**src/rma_pkg.sv**
```systemverilog
package rma_pkg;

    // Fixed widths of the result fields
    localparam int MEAN_BITS = 20;
    localparam int FILL_BITS = 7;

    typedef logic [MEAN_BITS-1:0] mean_t;
    typedef logic [FILL_BITS-1:0] fill_t;

endpackage

```
**src/rma_if.sv**
```systemverilog
interface rma_sample_if #(
    parameter int SAMPLE_BITS = 20
);
    logic                   valid;
    logic                   ready;
    logic [SAMPLE_BITS-1:0] sample_value;

    modport source (output valid, output sample_value, input ready);
    modport sink   (input valid, input sample_value, output ready);
endinterface

interface rma_mean_if;
    logic           valid;
    logic           ready;
    rma_pkg::mean_t mean_value;
    rma_pkg::fill_t fill_count;

    modport source (output valid, output mean_value, output fill_count, input ready);
    modport sink   (input valid, input mean_value, input fill_count, output ready);
endinterface

```
**src/rma_cell.sv**
```systemverilog
module rma_cell #(
    parameter int SAMPLE_BITS = 20
) (
    input  logic                   clk,
    input  logic                   shift,
    input  logic [SAMPLE_BITS-1:0] d,
    output logic [SAMPLE_BITS-1:0] q
);

    logic [SAMPLE_BITS-1:0] data_reg;

    // Payload only: an unwritten cell is never used before it is filled
    always_ff @(posedge clk)
    begin
        if (shift)
        begin
            data_reg <= d;
        end
    end

    assign q = data_reg;

endmodule

```
**src/rma_divider.sv**
```systemverilog
module rma_divider #(
    parameter int SUM_BITS = 27,
    parameter int CNT_BITS = 7
) (
    input  logic                clk,
    input  logic                rst_n,
    input  logic                start,
    input  logic [SUM_BITS-1:0] dividend,
    input  logic [CNT_BITS-1:0] divisor,
    output logic                done,
    output logic [SUM_BITS-1:0] quotient
);

    localparam int ITER_BITS = $clog2(SUM_BITS + 1);

    logic                 busy_reg,  busy_next;
    logic                 done_reg,  done_next;
    logic [ITER_BITS-1:0] count_reg, count_next;
    logic [CNT_BITS-1:0]  rem_reg,   rem_next;
    logic [SUM_BITS-1:0]  quot_reg,  quot_next;
    logic [CNT_BITS-1:0]  dvsr_reg,  dvsr_next;
    logic [CNT_BITS:0]    trial;
    logic                 fits;

    // One quotient bit per cycle, dividend bits shift out at the top
    assign trial = {rem_reg, quot_reg[SUM_BITS-1]};
    assign fits  = (trial >= {1'b0, dvsr_reg});

    always_comb
    begin
        busy_next  = busy_reg;
        done_next  = 1'b0;
        count_next = count_reg;
        rem_next   = rem_reg;
        quot_next  = quot_reg;
        dvsr_next  = dvsr_reg;
        if (start)
        begin
            busy_next  = 1'b1;
            count_next = ITER_BITS'(SUM_BITS);
            rem_next   = '0;
            quot_next  = dividend;
            dvsr_next  = divisor;
        end
        else if (busy_reg)
        begin
            if (fits)
            begin
                rem_next = CNT_BITS'(trial - {1'b0, dvsr_reg});
            end
            else
            begin
                rem_next = CNT_BITS'(trial);
            end
            quot_next  = {quot_reg[SUM_BITS-2:0], fits};
            count_next = count_reg - ITER_BITS'(1);
            if (count_reg == ITER_BITS'(1))
            begin
                busy_next = 1'b0;
                done_next = 1'b1;
            end
        end
    end

    always_ff @(posedge clk or negedge rst_n)
    begin
        if (!rst_n)
        begin
            busy_reg  <= 1'b0;
            done_reg  <= 1'b0;
            count_reg <= '0;
        end
        else
        begin
            busy_reg  <= busy_next;
            done_reg  <= done_next;
            count_reg <= count_next;
        end
    end

    always_ff @(posedge clk)
    begin
        rem_reg  <= rem_next;
        quot_reg <= quot_next;
        dvsr_reg <= dvsr_next;
    end

    assign done     = done_reg;
    assign quotient = quot_reg;

endmodule

```
**src/rolling_mean_with_warmup_unit.sv**
```systemverilog
// Boxcar moving average over the last WINDOW unsigned samples. Each sample
// shifts into a row of WINDOW cells; the running sum adds the new sample and
// drops the one leaving the far end of the row once the row is full. Every
// sample gives one result: the sum divided by the number of samples held
// (1..WINDOW), truncated toward zero, with that count. The divide is a
// restoring divider that produces one quotient bit per cycle over the
// SAMPLE_BITS + clog2(WINDOW) bits of the sum. A new sample is accepted
// only once the divide has finished and its result has been loaded into
// the output register. The result sits in an output register, so a
// waiting result does not block the next sample.
module rolling_mean_with_warmup_unit #(
    parameter int WINDOW      = 120,
    parameter int SAMPLE_BITS = 20
) (
    input  logic              clk,
    input  logic              rst_n,
    rma_sample_if.sink        samples,
    rma_mean_if.source        means
);

    localparam int CNT_BITS = $clog2(WINDOW + 1);
    localparam int SUM_BITS = SAMPLE_BITS + $clog2(WINDOW);

    localparam logic [1:0] ST_IDLE = 2'd0;
    localparam logic [1:0] ST_DIV  = 2'd1;
    localparam logic [1:0] ST_HOLD = 2'd2;

    logic [1:0]            state_reg, state_next;
    logic [SUM_BITS-1:0]   sum_reg,   sum_next;
    logic [CNT_BITS-1:0]   fill_reg,  fill_next;
    logic                  out_valid_reg, out_valid_next;
    rma_pkg::mean_t        mean_reg;
    rma_pkg::fill_t        fill_out_reg;

    logic                  accept;
    logic                  row_full;
    logic                  load;
    logic                  div_done;
    logic [SUM_BITS-1:0]   quotient;
    logic [SAMPLE_BITS-1:0] oldest;
    logic [SAMPLE_BITS-1:0] chain [WINDOW+1];

    assign accept   = samples.valid && samples.ready;
    assign row_full = (fill_reg == CNT_BITS'(WINDOW));

    // Row of sample cells; chain[0] is the incoming sample
    assign chain[0] = samples.sample_value;

    for (genvar i = 0; i < WINDOW; i++)
    begin : g_cell
        rma_cell #(
            .SAMPLE_BITS (SAMPLE_BITS)
        ) u_cell (
            .clk   (clk),
            .shift (accept),
            .d     (chain[i]),
            .q     (chain[i+1])
        );
    end

    // The far cell counts only once the row has been filled
    assign oldest = row_full ? chain[WINDOW] : '0;

    always_comb
    begin
        sum_next  = sum_reg;
        fill_next = fill_reg;
        if (accept)
        begin
            sum_next = sum_reg + SUM_BITS'(samples.sample_value) - SUM_BITS'(oldest);
            if (!row_full)
            begin
                fill_next = fill_reg + CNT_BITS'(1);
            end
        end
    end

    rma_divider #(
        .SUM_BITS (SUM_BITS),
        .CNT_BITS (CNT_BITS)
    ) u_divider (
        .clk      (clk),
        .rst_n    (rst_n),
        .start    (accept),
        .dividend (sum_next),
        .divisor  (fill_next),
        .done     (div_done),
        .quotient (quotient)
    );

    assign load = (((state_reg == ST_DIV) && div_done) || (state_reg == ST_HOLD))
                  && (!out_valid_reg || means.ready);

    always_comb
    begin
        state_next = state_reg;
        case (state_reg)
            ST_IDLE:
            begin
                if (accept)
                begin
                    state_next = ST_DIV;
                end
            end
            ST_DIV:
            begin
                if (div_done)
                begin
                    state_next = load ? ST_IDLE : ST_HOLD;
                end
            end
            ST_HOLD:
            begin
                if (load)
                begin
                    state_next = ST_IDLE;
                end
            end
            default:
            begin
                state_next = ST_IDLE;
            end
        endcase
    end

    always_comb
    begin
        out_valid_next = out_valid_reg;
        if (load)
        begin
            out_valid_next = 1'b1;
        end
        else if (means.ready)
        begin
            out_valid_next = 1'b0;
        end
    end

    always_ff @(posedge clk or negedge rst_n)
    begin
        if (!rst_n)
        begin
            state_reg     <= ST_IDLE;
            sum_reg       <= '0;
            fill_reg      <= '0;
            out_valid_reg <= 1'b0;
        end
        else
        begin
            state_reg     <= state_next;
            sum_reg       <= sum_next;
            fill_reg      <= fill_next;
            out_valid_reg <= out_valid_next;
        end
    end

    always_ff @(posedge clk)
    begin
        if (load)
        begin
            mean_reg     <= rma_pkg::MEAN_BITS'(quotient);
            fill_out_reg <= rma_pkg::FILL_BITS'(fill_reg);
        end
    end

    assign samples.ready    = (state_reg == ST_IDLE);
    assign means.valid      = out_valid_reg;
    assign means.mean_value = mean_reg;
    assign means.fill_count = fill_out_reg;

endmodule
```
**src/flat_wrapper.sv**
```systemverilog
// flat-port wrapper written by rule: the top's interface ports become plain ports
module rolling_mean_with_warmup_unit_flat 
#(
    parameter int WINDOW      = 120,
    parameter int SAMPLE_BITS = 20
)
  (clk, rst_n, samples_valid, samples_sample_value, samples_ready, means_valid, means_mean_value, means_fill_count, means_ready);
  rma_sample_if #(.SAMPLE_BITS(SAMPLE_BITS)) samples_i ();
  rma_mean_if means_i ();
  input  logic clk;
  input  logic rst_n;
  input wire logic [$bits(samples_i.valid)-1:0] samples_valid;
  input wire logic [$bits(samples_i.sample_value)-1:0] samples_sample_value;
  output wire logic [$bits(samples_i.ready)-1:0] samples_ready;
  output wire logic [$bits(means_i.valid)-1:0] means_valid;
  output wire logic [$bits(means_i.mean_value)-1:0] means_mean_value;
  output wire logic [$bits(means_i.fill_count)-1:0] means_fill_count;
  input wire logic [$bits(means_i.ready)-1:0] means_ready;
  assign samples_i.valid = samples_valid;
  assign samples_i.sample_value = samples_sample_value;
  assign samples_ready = samples_i.ready;
  assign means_valid = means_i.valid;
  assign means_mean_value = means_i.mean_value;
  assign means_fill_count = means_i.fill_count;
  assign means_i.ready = means_ready;
  rolling_mean_with_warmup_unit #(.WINDOW(WINDOW), .SAMPLE_BITS(SAMPLE_BITS)) u_core (.clk(clk), .rst_n(rst_n), .samples(samples_i), .means(means_i));
endmodule
```
**config.mk**
```make
export PLATFORM = sky130hd
export DESIGN_NAME = rolling_mean_with_warmup_unit_flat
export DESIGN_NICKNAME = d
export VERILOG_FILES = /design/src/rma_pkg.sv /design/src/rma_if.sv /design/src/rma_cell.sv /design/src/rma_divider.sv /design/src/rolling_mean_with_warmup_unit.sv /design/src/flat_wrapper.sv
export SDC_FILE = /design/constraint.sdc
export NUM_CORES = 1
export LEC_CHECK = 0
export BUFFER_PORTS_ARGS = -buffer_cell sky130_fd_sc_hd__buf_2
export CORE_MARGIN = 2
export CORE_UTILIZATION = 40
export CTS_CLUSTER_SIZE = 25
export DETAILED_ROUTE_END_ITERATION = 16
export SYNTH_ARGS = -nofsm -noshare
export SYNTH_HDL_FRONTEND = slang
export SYNTH_SLANG_ARGS = --single-unit
```
**constraint.sdc**
```tcl
create_clock -name clk -period 88.2 [get_ports clk]
set_input_delay 17.64 -clock clk [delete_from_list [all_inputs] [get_ports clk]]
set_output_delay 17.64 -clock clk [all_outputs]
set_load 0.005 [all_outputs]
```
==> metrics.txt <==
R2R Path End u_core.g_cell[22].u_cell.q[7]; Crit. End Element register; launch point of the critical path samples_valid; largest net degree at the start of global routing 211; Post-synth top flop edfxtp_1; Slew Limit Fails 0; post-CTS setup buffers 0; max FFs per register 2,400; worst r2r src u_core.state_reg[0]; cells after synthesis 3,064; Final TNS setup 0 ps; drt drc 0; Die ar. 201,000 µm²; fin nets 3,423; worst hold path class register to register; crit path cell chain buf_2 -> nand2_2 -> buf_4 -> inv_8 -> buf_4 -> buf_4 -> buf_4 -> buf_4; WL met1 51.2 mm; asr flop ratio synth 1.75%; number of library cell types mapped by synthesis 62; Non-Filler Instances 6,148; ant diodes 0; H-tree levels 4; crit-path max FO 146; initial antenna violation count 0; Top cell by count, worst path buf_4; Avg Inst Size Synth 25.7 µm²; vias in the first global route 26,100; Inst Count DP 5,743; post-CTS sizing 0; status complete, no violations; initial drt markers 2,952; fillcell total 15,900; Vias/cell 4.46; starting density of the core 40.3%; final clock skew 21.8 ps; RSZ-0062 raised after global routing no; Min-Delay Path Depth 0; clk buf depth 3; grt ovf 0; power per cell area 27.5 nW/µm²; Yosys reg bits 2,512; global-route wire length before repair 152 mm; I/O Buffers 52; chip height 448 µm; Reg clk slew, reported paths 60 ps; crit path to u_core.g_cell[22].u_cell.q[7]; Mapped Area 78,800 µm²; peak supply drop 0.0000204 V; DR WL met3 4.53 mm; Num CTS Buffers 219; measured slew at the worst slew-check pin 1220 ps; Min Clock Period, post-route 22,110 ps; Avg WL per Cell 16.2 µm; Post-DRT Antenna Nets 0; met2 WL 41.7 mm; Slowest-stage cell, CP buf_4; CP arrival 22,520 ps; standard-cell rows 162; crit path launch type primary input; layout cells sized above 1 11.3%; IO Count 53; Pleak 23.6 nW; Post-synth EDFFs 2,461; Post-Syn Nets 3,147; via count 27,400; worst reg-to-reg setup slack 82,380 ps; Hold Fails Final Rpt 0; Pre-antenna DRT Iters 5; Slew headroom 18.8%; final setup vio count 0; kind of critical path primary input to register; CP required 88,620 ps; DR top layer met4; CTS tree built; hold_buf cts 0; total track usage 9.69%; total wire length 99.7 mm; Worst path top cell family by delay buffers and inverters; WHS 400 ps; Root Buffer clkbuf_16; Yosys warnings 0; dpl hpwl 49.4 mm; worst skew pair latency 820 ps; Fmax 0.0452 GHz; Placer Congestion 0.773; Die X 448 µm; Post-Route Utilization 45.7%; Critical path buffers and inverters 7; Crit path largest cell delay 920 ps; max-cap violations 0; worst-case reg-to-reg path depth 8; Core Area 195,000 µm²; Num Clock Sinks 2,512; Layout area overhead 13.3%; final worst-path cycle share 25.1%; post-synthesis sequential area ratio 95.4%; number of cells on the critical path 8
==> cells in the final DEF (no fill, tap or decap), drive strengths merged, types with 11 or more instances in the layout <==
cell type,instances
a21oi,32
buf,75
nor2,30
clkinv,116
o21ai,45
and2,22
ha,38
nand2,70
a21o,20
dfrtp,44
xnor2,22
fa,21
clkbuf,265
inv,121
edfxtp,2461
bufinv,11
==> Yosys cell counts (all sizes together) (9+ instances only) <==
library cell | number | area, µm²
nor2 | 30 | 113
xnor2 | 22 | 193
edfxtp | 2461 | 73900
a21oi | 32 | 160
clkbuf | 15 | 77.6
nand2 | 70 | 263
o21ai | 45 | 225
a211oi | 9 | 72.6
a21o | 20 | 153
fa | 21 | 420
inv | 113 | 424
nand4 | 9 | 62.6
and2 | 22 | 138
ha | 38 | 475
nor3 | 10 | 50.1
dfrtp | 44 | 1100
==> cell type report <==
class,instances,area [µm²],area share (%)
clock buffer,265,5730,6.42
multi-input combinational,418,3090,3.47
tap,2624,3280,3.68
inverter,114,435,0.488
sequential,2512,75100,84.2
timing repair buffer,75,508,0.569
clock inverter,140,1050,1.17
==> stage by stage <==
step           worst slack [ps]  total power [mW]  area (µm²)
3_3_place_gp              65330              1.59       82500
2_1_floorplan               517              1.80       78800
3_5_place_dp              65180              1.59       82500
6_report                  66090              2.46       89200
5_1_grt                   65680              2.57       89200
4_1_cts                   66130              2.49       89200
==> layer usage <==
| metal | vias up | GRT usage [%] |
|---|---|---|
| met1 | 14100 | 15.2 |
| li1 | 12600 | - |
| met2 | 471 | 13.0 |
| met4 | 0 | 3.46 |
| met5 | - | 0 |
| met3 | 182 | 2.46 |
==> worst min path at each step <==
stage                                         startpoint                              end  slack, ps
after detailed placement  u_core.g_cell[99].u_cell.q[17]  u_core.g_cell[100].u_cell.q[17]        400
after global placement    u_core.g_cell[69].u_cell.q[17]   u_core.g_cell[70].u_cell.q[17]        400
after global routing       u_core.g_cell[93].u_cell.q[7]    u_core.g_cell[94].u_cell.q[7]        400
after CTS                 u_core.g_cell[15].u_cell.q[12]   u_core.g_cell[16].u_cell.q[12]        400
after floorplan            u_core.g_cell[99].u_cell.q[0]   u_core.g_cell[100].u_cell.q[0]        400
final                     u_core.g_cell[15].u_cell.q[12]   u_core.g_cell[16].u_cell.q[12]        400
==> logic make-up after synthesis <==
logic type / synth area share (%)
fa+ha+maj: 1.14
xor+xnor: 0.334
compound gates: 1.19
flops: 95.4
mux: 0.203
simple gates: 1.05
buf+inv: 0.700
==> power by group <==
part | switching (mW) | internal, mW | leakage, nW | total (mW)
clock | 0.400 | 0.494 | 3.32 | 0.894
combinational | 0.116 | 0.0614 | 2.26 | 0.178
sequential | 0.0197 | 1.37 | 18.0 | 1.39
total | 0.536 | 1.92 | 23.6 | 2.46
==> worst register-to-register path, stage by stage, from the launching register on <==
cell and delay [ps]:
dfrtp_1 420, nor2_1 210, nand2_2 70, buf_4 330, inv_8 750, buf_4 930
buf_4 840, buf_4 860, buf_4 960
(Power assumes the default switching activity.)
